File: src/mrd_pkg.sv
// Shared types, constants and helpers for the Modbus RTU response deframer.
// No dependencies; used by every module of the block.
`default_nettype none

package mrd_pkg;

  localparam int unsigned CNT_W     = 32;   // statistics counter width
  localparam int unsigned FCNT_W    = 9;    // frame byte count width
  localparam int unsigned Q_DEPTH   = 2;    // front/back queue depth
  localparam int unsigned Q_PTR_W   = 1;
  localparam int unsigned Q_CNT_W   = 2;

  localparam logic [FCNT_W-1:0] MIN_FRAME_BYTES = 9'd4;
  localparam logic [FCNT_W-1:0] LEN_EXCEPTION   = 9'd5;
  localparam logic [FCNT_W-1:0] LEN_WRITE       = 9'd8;
  localparam logic [FCNT_W-1:0] READ_OVERHEAD   = 9'd5;

  localparam logic [15:0] CRC_INIT = 16'hFFFF;
  localparam logic [15:0] CRC_POLY = 16'hA001;

  // input kinds as they arrive on func
  localparam logic [1:0] FUNC_BYTE    = 2'd0;
  localparam logic [1:0] FUNC_TIMEOUT = 2'd1;
  localparam logic [1:0] FUNC_IOERR   = 2'd2;

  // Modbus function codes whose response length is decoded
  localparam logic [7:0] FC_READ_FIRST = 8'd1;
  localparam logic [7:0] FC_READ_LAST  = 8'd4;
  localparam logic [7:0] FC_WR_COIL    = 8'd5;
  localparam logic [7:0] FC_WR_REG     = 8'd6;
  localparam logic [7:0] FC_WR_COILS   = 8'd15;
  localparam logic [7:0] FC_WR_REGS    = 8'd16;

  typedef enum logic [2:0] {
    OP_NOP,
    OP_BYTE,
    OP_TIMEOUT,
    OP_IOERR,
    OP_CLOSED
  } op_e;

  typedef enum logic [2:0] {
    ST_BUSY    = 3'd0,
    ST_OK      = 3'd1,
    ST_CRC     = 3'd2,
    ST_EXC     = 3'd3,
    ST_TIMEOUT = 3'd4,
    ST_IO      = 3'd5,
    ST_CLOSED  = 3'd6
  } status_e;

  // one classified item between front and back
  typedef struct packed {
    op_e        op;
    logic [7:0] data;
  } item_t;

  // Modbus CRC-16, one byte, LSB first
  function automatic logic [15:0] crc16_update(input logic [15:0] crc,
                                               input logic [7:0]  b);
    logic [15:0] c;
    c = crc ^ {8'h00, b};
    for (int k = 0; k < 8; k++) begin
      if (c[0]) begin
        c = (c >> 1) ^ CRC_POLY;
      end else begin
        c = c >> 1;
      end
    end
    return c;
  endfunction

endpackage

`default_nettype wire

File: src/modbus_rtu_response_deframer.sv
// Top level of the Modbus RTU response deframer.
// Depends on mrd_pkg, mrd_front, mrd_fifo and mrd_back.
`default_nettype none

// Takes a Modbus RTU response one input transfer at a time (a received byte,
// a link timeout or a link I/O error) and returns exactly one result transfer
// for each. A running Modbus CRC-16 (reflected 0xA001, start 0xFFFF) covers
// the frame; the function code in byte 1 sets the expected length: 5 for an
// exception, 5 plus the byte count for reads 1 to 4, 8 for writes 5, 6, 15
// and 16, FRAME_CAPACITY otherwise, clamped to FRAME_CAPACITY. A frame never
// ends before 4 bytes and always ends at FRAME_CAPACITY bytes. A finished
// frame reports success, CRC error or exception; timeout and I/O error abort
// the frame. The six 32-bit statistics counters show their values after the
// input of the result they ride with, and all wrap. While port_open is 0 every
// input is answered with not-configured status and nothing changes; any
// write of port_open drops the partial frame. Write port_open only while the
// block is idle. Throughput is one transfer per clock while out_stall is
// low: the back end does the whole per-byte step (CRC byte update, length
// decode, counter update) combinationally. An input transfer is written
// into a queue entry, which moves into the result register once that
// register is empty or its result is taken. A two-entry queue lets the input
// side keep taking transfers while a result waits under stall.
module modbus_rtu_response_deframer #(
  parameter int unsigned FRAME_CAPACITY = 256
) (
  input  wire logic        clk_i,
  input  wire logic        rst_ni,
  // configuration
  input  wire logic        cfg_we_i,
  input  wire logic        cfg_wdata_i,
  // input channel
  input  wire logic        in_valid_i,
  output logic             in_stall_o,
  input  wire logic [1:0]  func_i,
  input  wire logic [7:0]  rx_byte_i,
  // result channel
  output logic             out_valid_o,
  input  wire logic        out_stall_i,
  output logic [7:0]       byte_index_o,
  output logic             frame_done_o,
  output logic [2:0]       status_o,
  output logic [8:0]       frame_length_o,
  output logic [31:0]      bytes_received_count_o,
  output logic [31:0]      crc_error_count_o,
  output logic [31:0]      exception_count_o,
  output logic [31:0]      response_count_o,
  output logic [31:0]      timeout_count_o,
  output logic [31:0]      io_error_count_o
);
  import mrd_pkg::*;

  item_t in_item;
  item_t head_item;
  logic  q_full;
  logic  q_empty;
  logic  q_pop;
  logic  push;

  // input transfer completes whenever the queue has room
  assign in_stall_o = q_full;
  assign push       = in_valid_i && !q_full;

  mrd_front u_front (
    .clk_i       (clk_i),
    .rst_ni      (rst_ni),
    .cfg_we_i    (cfg_we_i),
    .cfg_wdata_i (cfg_wdata_i),
    .func_i      (func_i),
    .rx_byte_i   (rx_byte_i),
    .item_o      (in_item)
  );

  mrd_fifo u_fifo (
    .clk_i       (clk_i),
    .rst_ni      (rst_ni),
    .push_i      (push),
    .push_item_i (in_item),
    .full_o      (q_full),
    .pop_i       (q_pop),
    .empty_o     (q_empty),
    .head_o      (head_item)
  );

  mrd_back #(
    .FRAME_CAPACITY (FRAME_CAPACITY)
  ) u_back (
    .clk_i                  (clk_i),
    .rst_ni                 (rst_ni),
    .cfg_we_i               (cfg_we_i),
    .q_empty_i              (q_empty),
    .q_head_i               (head_item),
    .q_pop_o                (q_pop),
    .out_valid_o            (out_valid_o),
    .out_stall_i            (out_stall_i),
    .byte_index_o           (byte_index_o),
    .frame_done_o           (frame_done_o),
    .status_o               (status_o),
    .frame_length_o         (frame_length_o),
    .bytes_received_count_o (bytes_received_count_o),
    .crc_error_count_o      (crc_error_count_o),
    .exception_count_o      (exception_count_o),
    .response_count_o       (response_count_o),
    .timeout_count_o        (timeout_count_o),
    .io_error_count_o       (io_error_count_o)
  );

endmodule

`default_nettype wire

File: src/mrd_front.sv
// Front end: holds the port_open register and classifies each input item.
// Depends on mrd_pkg.
`default_nettype none

module mrd_front (
  input  wire logic          clk_i,
  input  wire logic          rst_ni,
  input  wire logic          cfg_we_i,
  input  wire logic          cfg_wdata_i,
  input  wire logic [1:0]    func_i,
  input  wire logic [7:0]    rx_byte_i,
  output mrd_pkg::item_t     item_o
);
  import mrd_pkg::*;

  logic port_open_q;

  always_ff @(posedge clk_i or negedge rst_ni) begin
    if (!rst_ni) begin
      port_open_q <= 1'b0;
    end else if (cfg_we_i) begin
      port_open_q <= cfg_wdata_i;
    end
  end

  always_comb begin
    item_o.data = rx_byte_i;
    if (!port_open_q) begin
      item_o.op = OP_CLOSED;
    end else begin
      case (func_i)
        FUNC_BYTE:    item_o.op = OP_BYTE;
        FUNC_TIMEOUT: item_o.op = OP_TIMEOUT;
        FUNC_IOERR:   item_o.op = OP_IOERR;
        default:      item_o.op = OP_NOP;
      endcase
    end
  end

endmodule

`default_nettype wire

File: src/mrd_fifo.sv
// Short queue of classified items between the front and back ends.
// Depends on mrd_pkg.
`default_nettype none

module mrd_fifo (
  input  wire logic           clk_i,
  input  wire logic           rst_ni,
  input  wire logic           push_i,
  input  wire mrd_pkg::item_t push_item_i,
  output logic                full_o,
  input  wire logic           pop_i,
  output logic                empty_o,
  output mrd_pkg::item_t      head_o
);
  import mrd_pkg::*;

  item_t                mem_q [Q_DEPTH];
  logic [Q_PTR_W-1:0]   wptr_q, wptr_d;
  logic [Q_PTR_W-1:0]   rptr_q, rptr_d;
  logic [Q_CNT_W-1:0]   count_q, count_d;

  assign full_o  = (count_q == Q_CNT_W'(Q_DEPTH));
  assign empty_o = (count_q == '0);
  assign head_o  = mem_q[rptr_q];

  always_comb begin
    wptr_d  = wptr_q;
    rptr_d  = rptr_q;
    count_d = count_q;
    if (push_i) begin
      wptr_d = wptr_q + 1'b1;
    end
    if (pop_i) begin
      rptr_d = rptr_q + 1'b1;
    end
    case ({push_i, pop_i})
      2'b10:   count_d = count_q + 1'b1;
      2'b01:   count_d = count_q - 1'b1;
      default: count_d = count_q;
    endcase
  end

  always_ff @(posedge clk_i or negedge rst_ni) begin
    if (!rst_ni) begin
      wptr_q  <= '0;
      rptr_q  <= '0;
      count_q <= '0;
    end else begin
      wptr_q  <= wptr_d;
      rptr_q  <= rptr_d;
      count_q <= count_d;
    end
  end

  always_ff @(posedge clk_i) begin
    if (push_i) begin
      mem_q[wptr_q] <= push_item_i;
    end
  end

endmodule

`default_nettype wire

File: src/mrd_back.sv
// Back end: frame tracking, CRC, length decode, statistics and result register.
// Depends on mrd_pkg.
`default_nettype none

module mrd_back #(
  parameter int unsigned FRAME_CAPACITY = 256
) (
  input  wire logic           clk_i,
  input  wire logic           rst_ni,
  input  wire logic           cfg_we_i,
  input  wire logic           q_empty_i,
  input  wire mrd_pkg::item_t q_head_i,
  output logic               q_pop_o,
  output logic               out_valid_o,
  input  wire logic          out_stall_i,
  output logic [7:0]         byte_index_o,
  output logic               frame_done_o,
  output logic [2:0]         status_o,
  output logic [8:0]         frame_length_o,
  output logic [31:0]        bytes_received_count_o,
  output logic [31:0]        crc_error_count_o,
  output logic [31:0]        exception_count_o,
  output logic [31:0]        response_count_o,
  output logic [31:0]        timeout_count_o,
  output logic [31:0]        io_error_count_o
);
  import mrd_pkg::*;

  localparam logic [FCNT_W-1:0] CAP = FCNT_W'(FRAME_CAPACITY);

  function automatic logic [FCNT_W-1:0] clamp_len(input logic [FCNT_W-1:0] n);
    return (n > CAP) ? CAP : n;
  endfunction

  // frame state
  logic [FCNT_W-1:0] rcnt_q, rcnt_d;
  logic [FCNT_W-1:0] exp_q, exp_d;
  logic [15:0]       crc_q, crc_d;
  logic [7:0]        fbyte_q, fbyte_d;
  // statistics
  logic [CNT_W-1:0]  total_q, total_d;
  logic [CNT_W-1:0]  crcerr_q, crcerr_d;
  logic [CNT_W-1:0]  exc_q, exc_d;
  logic [CNT_W-1:0]  resp_q, resp_d;
  logic [CNT_W-1:0]  tmo_q, tmo_d;
  logic [CNT_W-1:0]  ioe_q, ioe_d;
  // result register
  logic              ovalid_q, ovalid_d;
  logic [7:0]        idx_q, idx_d;
  logic              done_q, done_d;
  status_e           status_q, status_d;
  logic [FCNT_W-1:0] flen_q, flen_d;

  logic [FCNT_W-1:0] rc_n, exp_n;
  logic [15:0]       crc_n;
  logic [7:0]        fb_n, b;
  logic              is_read_fb, is_read_b, is_write_b, ends;

  assign q_pop_o = !q_empty_i && (!ovalid_q || !out_stall_i);
  assign b       = q_head_i.data;

  // byte path, computed every cycle from the queue head
  always_comb begin
    rc_n       = rcnt_q + 1'b1;
    crc_n      = crc16_update(crc_q, b);
    fb_n       = (rcnt_q == 9'd1) ? b : fbyte_q;
    is_read_fb = !fbyte_q[7] && (fbyte_q >= FC_READ_FIRST) && (fbyte_q <= FC_READ_LAST);
    is_read_b  = (b >= FC_READ_FIRST) && (b <= FC_READ_LAST);
    is_write_b = (b == FC_WR_COIL) || (b == FC_WR_REG) ||
                 (b == FC_WR_COILS) || (b == FC_WR_REGS);
    exp_n      = exp_q;
    if (rcnt_q == 9'd1) begin
      if (b[7]) begin
        exp_n = clamp_len(LEN_EXCEPTION);
      end else if (is_read_b) begin
        exp_n = '0;
      end else if (is_write_b) begin
        exp_n = clamp_len(LEN_WRITE);
      end else begin
        exp_n = CAP;
      end
    end else if (rcnt_q == 9'd2 && is_read_fb) begin
      exp_n = clamp_len(READ_OVERHEAD + {1'b0, b});
    end
    ends = (rc_n >= MIN_FRAME_BYTES) &&
           (((exp_n != '0) && (rc_n >= exp_n)) || (rc_n >= CAP));
  end

  always_comb begin
    rcnt_d   = rcnt_q;
    exp_d    = exp_q;
    crc_d    = crc_q;
    fbyte_d  = fbyte_q;
    total_d  = total_q;
    crcerr_d = crcerr_q;
    exc_d    = exc_q;
    resp_d   = resp_q;
    tmo_d    = tmo_q;
    ioe_d    = ioe_q;
    ovalid_d = ovalid_q && out_stall_i;
    idx_d    = idx_q;
    done_d   = done_q;
    status_d = status_q;
    flen_d   = flen_q;

    if (q_pop_o) begin
      ovalid_d = 1'b1;
      idx_d    = '0;
      done_d   = 1'b0;
      status_d = ST_BUSY;
      flen_d   = '0;
      case (q_head_i.op)
        OP_CLOSED: begin
          status_d = ST_CLOSED;
        end
        OP_BYTE: begin
          idx_d = rcnt_q[7:0];
          if (ends) begin
            done_d  = 1'b1;
            flen_d  = rc_n;
            total_d = total_q + CNT_W'(rc_n);
            if (crc_n != '0) begin
              crcerr_d = crcerr_q + 1'b1;
              status_d = ST_CRC;
            end else if (fb_n[7]) begin
              exc_d    = exc_q + 1'b1;
              status_d = ST_EXC;
            end else begin
              resp_d   = resp_q + 1'b1;
              status_d = ST_OK;
            end
            rcnt_d  = '0;
            exp_d   = '0;
            crc_d   = CRC_INIT;
            fbyte_d = '0;
          end else begin
            rcnt_d  = rc_n;
            exp_d   = exp_n;
            crc_d   = crc_n;
            fbyte_d = fb_n;
          end
        end
        OP_TIMEOUT, OP_IOERR: begin
          done_d = 1'b1;
          flen_d = rcnt_q;
          if (q_head_i.op == OP_TIMEOUT) begin
            tmo_d    = tmo_q + 1'b1;
            status_d = ST_TIMEOUT;
          end else begin
            ioe_d    = ioe_q + 1'b1;
            status_d = ST_IO;
          end
          rcnt_d  = '0;
          exp_d   = '0;
          crc_d   = CRC_INIT;
          fbyte_d = '0;
        end
        default: begin
          status_d = ST_BUSY;
        end
      endcase
    end

    // a register write drops any partial frame
    if (cfg_we_i) begin
      rcnt_d  = '0;
      exp_d   = '0;
      crc_d   = CRC_INIT;
      fbyte_d = '0;
    end
  end

  always_ff @(posedge clk_i or negedge rst_ni) begin
    if (!rst_ni) begin
      rcnt_q   <= '0;
      exp_q    <= '0;
      crc_q    <= CRC_INIT;
      fbyte_q  <= '0;
      total_q  <= '0;
      crcerr_q <= '0;
      exc_q    <= '0;
      resp_q   <= '0;
      tmo_q    <= '0;
      ioe_q    <= '0;
      ovalid_q <= 1'b0;
    end else begin
      rcnt_q   <= rcnt_d;
      exp_q    <= exp_d;
      crc_q    <= crc_d;
      fbyte_q  <= fbyte_d;
      total_q  <= total_d;
      crcerr_q <= crcerr_d;
      exc_q    <= exc_d;
      resp_q   <= resp_d;
      tmo_q    <= tmo_d;
      ioe_q    <= ioe_d;
      ovalid_q <= ovalid_d;
    end
  end

  always_ff @(posedge clk_i) begin
    idx_q    <= idx_d;
    done_q   <= done_d;
    status_q <= status_d;
    flen_q   <= flen_d;
  end

  // counters change only when a result is loaded, so they always match it
  assign out_valid_o            = ovalid_q;
  assign byte_index_o           = idx_q;
  assign frame_done_o           = done_q;
  assign status_o               = status_q;
  assign frame_length_o         = flen_q;
  assign bytes_received_count_o = total_q;
  assign crc_error_count_o      = crcerr_q;
  assign exception_count_o      = exc_q;
  assign response_count_o       = resp_q;
  assign timeout_count_o        = tmo_q;
  assign io_error_count_o       = ioe_q;

endmodule

`default_nettype wire
File: config.mk
export PLATFORM = sky130hd
export DESIGN_NAME = modbus_rtu_response_deframer
export DESIGN_NICKNAME = d
export VERILOG_FILES = /design/src/mrd_pkg.sv /design/src/modbus_rtu_response_deframer.sv /design/src/mrd_front.sv /design/src/mrd_fifo.sv /design/src/mrd_back.sv
export SDC_FILE = /design/constraint.sdc
export NUM_CORES = 1
export LEC_CHECK = 0
export BUFFER_PORTS_ARGS = -buffer_cell sky130_fd_sc_hd__buf_2
export CAP_MARGIN = 20
export CORE_MARGIN = 3
export CORE_UTILIZATION = 57
export CTS_CLUSTER_DIAMETER = 80
export DETAILED_ROUTE_END_ITERATION = 8
export PLACE_DENSITY = 0.88
export SLEW_MARGIN = 40
export SYNTH_ARGS = -nofsm -noshare
export SYNTH_HDL_FRONTEND = slang
export SYNTH_SLANG_ARGS = --single-unit
File: constraint.sdc
create_clock -name clk_i -period 6.1 [get_ports clk_i]
set_input_delay 0.305 -clock clk_i [delete_from_list [all_inputs] [get_ports clk_i]]
set_output_delay 0.305 -clock clk_i [all_outputs]
set_load 0.05 [all_outputs]
# Yosys cells after proc, flatten, opt, wreduce, memory -nomap -nowiden

Memory sizes are Yosys's and may differ from the RTL's.
Cells that the tools add are included.

Flip-flop bits (word level): 261
Bits in writable memories: 22
Input bits: 16
Output and inout port bits: 215
Logic and storage cells: 150
Memories: 1

Memory list:

| memory       | depth | bits a word | rd ports | clocked after memory_dff | write ports | RTL line       | text |
|---|---|---|---|---|---|---|---|
| u_fifo.mem_q | 2     | 11          | 1        | 0                        | 1           | mrd_fifo.sv:17 | `item_t mem_q [Q_DEPTH];` |

$add $sub $neg: 12
Magnitude comparators: 8
Eq/ne operators: 16
Mux-type cells: 46
Bitwise operators: 12
Reductions and logical operators: 35

Operators by type and width:

| kind                                                                             | count |
|---|---|
| 16-bit 2-to-1 mux                                                                | 11 |
| 32-bit by 1-bit adder with 32-bit output, second input constant                  | 5 |
| 9-bit 2-to-1 mux                                                                 | 13 |
| 9-bit one-hot mux with 2 select lines                                            | 3 |
| 32-bit by 9-bit adder with 32-bit output                                         | 1 |
| 8-bit 2-to-1 mux                                                                 | 4 |
| 16-bit one-hot mux with 2 select lines                                           | 1 |
| 2-bit NOT with 3-bit output                                                      | 8 |
| 8-bit by 3-bit == test with 1-bit output, second input constant                  | 2 |
| 8-bit by 1-bit >= comparator with 1-bit output, second input constant            | 2 |
| 8-bit by 3-bit less-or-equal comparator with 1-bit output, second input constant | 2 |
| 8-bit one-hot mux with 2 select lines                                            | 1 |
| 16-bit nonzero test                                                              | 1 |
| 16-bit by 8-bit bitwise XOR with 16-bit output                                   | 1 |
| 3-bit AND reduction                                                              | 4 |
| 5-bit AND reduction                                                              | 2 |
| 3-bit by 8-bit adder with 9-bit output, first input constant                     | 1 |
| 9-bit by 1-bit adder with 9-bit output, second input constant                    | 1 |
| 9-bit by 1-bit == test with 1-bit output, second input constant                  | 1 |
| 9-bit by 2-bit == test with 1-bit output, second input constant                  | 1 |
| 9-bit by 3-bit >= comparator with 1-bit output, second input constant            | 1 |
| 9-bit >= comparator                                                              | 1 |
| 9-bit >= comparator, second input constant                                       | 1 |
| 9-bit greater-than comparator, second input constant                             | 1 |
| 29 further kinds                                                                 | 60 |

# Logic depth before layout (Yosys ltp)

An unclocked memory read counts as a cell.

Depth in word-level cells: 22
Mapped depth: 24

# Modules after synthesis

From an unflattened synthesis, not the netlist that was laid out.

Cells, all modules: 1232
Area, all modules: 13728.2 um2

By module, submodules not included:

| module                       | instances | cells each | area each (um2) |
|---|---|---|---|
| mrd_back                     | 1         | 1161       | 12573.3 |
| mrd_fifo                     | 1         | 50         | 978.4 |
| mrd_front                    | 1         | 20         | 162.7 |
| modbus_rtu_response_deframer | 1         | 1          | 13.8 |

# Least setup slack after synthesis

OpenSTA, ideal clock, no wires.

Path kind: register to register
From: register u_fifo.rptr_q
To: register u_back.exc_q[22] (netlist: u_back.exception_count_o[22])
Data arrival time: 4319 ps
Data required time: 6018 ps
Setup slack: 1699 ps
Stages on the path, launching flop included: 18
Buffers on the path: 3
Cells stage by stage: dfrtp_1 -> buf_2 -> buf_2 -> buf_2 -> mux2i_1 -> xnor2_1 -> xnor2_1 -> xor2_1 -> xnor2_1 -> ha_1 -> or4b_2 -> nor4_1 -> nand4_1 -> nor3_1 -> and2_1 -> nand4_1 -> nor4_1 -> xor2_1

Longest elaborated chain between the ends: 15
Elaborated cells on any way between the ends: 46
Those cells by class: 1 x add/sub; 4 x order compare; 5 x eq/ne; 15 x mux; 10 x bitwise; 10 x reduce/logical; 1 x memory

Ends and longest elaborated chain:

| item                                                                            | RTL line        | text |
|---|---|---|
| start: declaration                                                              | mrd_fifo.sv:19  | `logic [Q_PTR_W-1:0] rptr_q, rptr_d;` |
| start signal: assignment                                                        | mrd_fifo.sv:50  | `rptr_q <= rptr_d;` |
| memory 2 x 11 bit *                                                             | -               |  |
| branches (longest 13 deep; another with 3-bit by 8-bit adder with 9-bit output) | -               |  |
| 5-bit AND reduction (no source line) *                                          | -               |  |
| end signal: assignment                                                          | mrd_back.sv:181 | `exc_q <= '0;` |
| end signal: assignment                                                          | mrd_back.sv:193 | `exc_q <= exc_d;` |
| end: declaration                                                                | mrd_back.sv:43  | `logic [CNT_W-1:0] exc_q, exc_d;` |

Mark *: on every way between the ends. The select of a mux whose other input is x is not followed.
A chain may end at the register's enable or synchronous reset.

# Worst setup path in the final report

From: register u_fifo.rptr_q
To: register u_back.total_q[29] (netlist: u_back.bytes_received_count_o[29])

Longest elaborated chain between the ends: 14
Elaborated cells on any way between the ends: 26
Those cells by class: 1 x add/sub; 4 x order compare; 5 x eq/ne; 6 x mux; 9 x reduce/logical; 1 x memory

Ends and longest elaborated chain:

| item                                                                            | RTL line        | text |
|---|---|---|
| memory 2 x 11 bit *                                                             | -               |  |
| branches (longest 12 deep; another with 3-bit by 8-bit adder with 9-bit output) | -               |  |
| 3-bit AND reduction (no source line) *                                          | -               |  |
| end signal: assignment                                                          | mrd_back.sv:191 | `total_q <= total_d;` |
| end: declaration                                                                | mrd_back.sv:41  | `logic [CNT_W-1:0] total_q, total_d;` |

Mark *: on every way between the ends.

==> flow_metrics.env <==
export IMPL_dpl_cell_area_sq_mm=0.0157
export IMPL_synthCells=1332
export IMPL_syn_nets=1381
export IMPL_r2r_cells=21
export IMPL_start_kind="register"
export IMPL_yosysWarnings=0
export IMPL_clockRootBuffer="clkbuf_16"
export IMPL_nets=1626
export IMPL_grt_max_degree=79
export IMPL_drive_gt1_frac=0.208
export IMPL_fin_crit_ns=5.40
export IMPL_antenna_found_initial=1
export IMPL_synth_cell_types=70
export IMPL_powerDensity_mw_per_mm2=323
export IMPL_critPathMaxFanout=51
export IMPL_final_cell_area_sq_mm=0.0167
export IMPL_drc=0
export IMPL_hold_viol=0
export IMPL_dieArea_sq_mm=0.0267
export IMPL_place_congestion=0.952
export IMPL_critPathMaxStageDelay_ns=0.52
export IMPL_postCtsSetupRepairBufs=0
export IMPL_tns_ns=0
export IMPL_drv_cap=0
export IMPL_synth_ff_type="dfrtp_1"
export IMPL_ir_drop_v=0.000291
export IMPL_ant_nets=0
export IMPL_numCtsBuffers=29
export IMPL_cts_sinks=283
export IMPL_boundaryPins=231
export IMPL_yosys_register_bits=283
export IMPL_crit_family="compound AO/OA/AOI/OAI gates"
export IMPL_grt_setup_unrepaired="false"
export IMPL_overflow=0
export IMPL_cts_max_path_buffers=3
export IMPL_relSlewSlack=0.488
export IMPL_synth_seq_area_share=0.519
export IMPL_portBuffers=230
export IMPL_fp_dieW_microns=163
export IMPL_syn_to_final_growth_pct=18.3
export IMPL_finClkSkew_ns=0.0224
export IMPL_dp_hpwl_microns=25500
export IMPL_cp_num_buf_inv=4
export IMPL_final_cells=1919
export IMPL_htree_levels=1
export IMPL_setup_viol=0
export IMPL_initial_core_util=0.590
export IMPL_path_depth=21
export IMPL_maxSlewViolCount=0
export IMPL_end_kind="register"
export IMPL_synth_edf_count=43
export IMPL_diodes=0
export IMPL_synthesis_area_sq_mm=0.0141
export IMPL_grt_first_pass_wirelength_microns=59000
export IMPL_avgSynthCellArea_sq_um=10.6
export IMPL_grt_pass1_vias=11300
export IMPL_path_clk_slew_ns=0.06
export IMPL_cp_slowest_cell="a22oi_1"
export IMPL_dp_cells=1854
export IMPL_die_y_microns=163
export IMPL_cts_tree="done"
export IMPL_drt_total_wl_microns=36300
export IMPL_first_pass_iters=5
export IMPL_clock_latency_ns=0.56
export IMPL_cts_resized=0
export IMPL_cp_arrival_ns=5.86
export IMPL_async_flop_share=0.848
export IMPL_fmax_mhz=185
export IMPL_crit_required_ns=6.56
export IMPL_hold_path_cell_count=2
export IMPL_p_leak_nw=8.26
export IMPL_critPathKind="reg2reg"
export IMPL_tightest_slew_ns=0.766
export IMPL_outcome="finished clean"
export IMPL_vias=11400
export IMPL_cts_hold_fix_buffers=11
export IMPL_min_path_type="in2reg"
export IMPL_drt_initial_drc_count=1110
export IMPL_wl_per_cell_microns=18.9
export IMPL_avgViaCountPerCell=5.96
export IMPL_core_area_sq_mm=0.0239
export IMPL_worstPathCellList="buf_4, nor2_1, a22oi_1, o211ai_1, nor4_1, a31o_2, nand2_1, o21a_1, o21a_1, ha_1, o2111ai_1, o21ai_0, o2111ai_1, a32o_1, a211oi_1, o21ai_4, buf_8, buf_16, buf_12, nor4_1, xor2_1"
export IMPL_grt_usage=0.269
export IMPL_fp_row_count=56
export IMPL_period_share=0.886
## sequential cells by signal, summed over array words and instances, names as in the netlist, 3 cells and up
signal,count
u_back.byte_index_o,8
u_back.bytes_received_count_o,32
u_back.crc_error_count_o,32
u_back.crc_q,16
u_back.exception_count_o,32
u_back.exp_q,9
u_back.fbyte_q,8
u_back.frame_length_o,9
u_back.io_error_count_o,32
u_back.rcnt_q,9
u_back.response_count_o,32
u_back.status_o,3
u_back.timeout_count_o,32
u_fifo.mem_q,22
## power breakdown
| group | internal (mW) | leakage (nW) | total, mW | switching, mW |
|---|---|---|---|---|
| Clock | 0.966 | 0.438 | 1.70 | 0.730 |
| Combinational | 0.457 | 4.19 | 1.46 | 1.01 |
| Sequential | 2.10 | 3.63 | 2.23 | 0.122 |
| Total | 3.53 | 8.26 | 5.39 | 1.86 |
## synth_stat cells (12+ instances only)
master / number / area share
buf_2: 12 / 0.0043
nand2_1: 140 / 0.037
nand3_1: 57 / 0.020
xnor2_1: 106 / 0.066
nand4_1: 43 / 0.019
a21oi_1: 27 / 0.0096
nand2b_1: 12 / 0.0053
clkbuf_1: 27 / 0.0072
and3_1: 34 / 0.015
o21ai_0: 31 / 0.011
nor4_1: 45 / 0.020
nor3_1: 59 / 0.021
dfrtp_1: 224 / 0.40
xor2_1: 116 / 0.072
ha_1: 32 / 0.028
and2_1: 21 / 0.0093
edfxtp_1: 43 / 0.092
nor2_1: 71 / 0.019
dfstp_2: 16 / 0.030
inv_1: 47 / 0.013
## stage by stage
stage	power, mW	util	hold slack, ns	worst slack, ns
3_3_place_gp	3.66	0.653	0.453	1.02
4_1_cts	5.39	0.699	0.0709	0.806
2_1_floorplan	3.29	-	0.00941	1.70
6_report	5.39	0.699	0.0880	0.698
5_1_grt	5.63	0.699	0.0961	0.305
3_5_place_dp	3.70	0.657	0.293	0.872
## area by class of cell
| class | count | area [sq um] |
|---|---|---|
| Sequential cell | 283 | 7320 |
| Fill cell | 1714 | 7200 |
| Multi-Input combinational cell | 959 | 6450 |
| Timing Repair Buffer | 257 | 1460 |
| Clock buffer | 43 | 818 |
| Tap cell | 319 | 399 |
| Inverter | 47 | 176 |
| Clock inverter | 11 | 80.1 |
## cells by family (layout without fill, tap and decap cells)
logic type	after synthesis	in the layout	share of synthesized area
flip-flops	283	283	0.519
XOR/XNOR	222	222	0.138
AND/OR/NAND/NOR	529	529	0.194
adder cells (fa/ha/maj)	33	33	0.0298
multiplexers	19	19	0.0145
buffers and inverters	90	358	0.0271
AO/OA/AOI/OAI	156	156	0.0780
## layout by cell type (no fill, tap or decap), drive strengths merged, types with 43 or more instances in the layout
master  synthesis  routed
xnor2         106     106
buf            16     246
nor3           60      60
inv            47      48
edfxtp         43      43
dfrtp         224     224
nor4           46      46
xor2          116     116
nand3          57      57
nor2           71      71
clkbuf         27      43
nand4          43      43
nand2         141     141
## per-layer routing
| layer | part of all wire | global-route usage | vias up |
|---|---|---|---|
| met5 | 0.00036 | 0 | - |
| met4 | 0.036 | 0.0896 | 2 |
| met3 | 0.079 | 0.0502 | 107 |
| met2 | 0.47 | 0.441 | 534 |
| met1 | 0.41 | 0.365 | 5562 |
| li1 | - | - | 5223 |
## worst paths after layout
kind	endpoint	from	slack, ns
min	u_fifo.mem_q[0][8]$_DFFE_PP_	func_i[0]	0.09
max in group asynchronous	u_back.io_error_count_o[6]$_DFFE_PN0P_	rst_ni	4.74
min in group asynchronous	u_back.crc_error_count_o[25]$_DFFE_PN0P_	rst_ni	0.29
max reg2reg	u_back.bytes_received_count_o[29]$_DFFE_PN0P_	u_fifo.rptr_q$_DFFE_PN0P_	0.70
min reg2reg	u_back.io_error_count_o[31]$_DFFE_PN0P_	u_back.io_error_count_o[31]$_DFFE_PN0P_	0.46
max	u_back.bytes_received_count_o[29]$_DFFE_PN0P_	u_fifo.rptr_q$_DFFE_PN0P_	0.70
No activity file was read; power rests on OpenSTA's default activity.
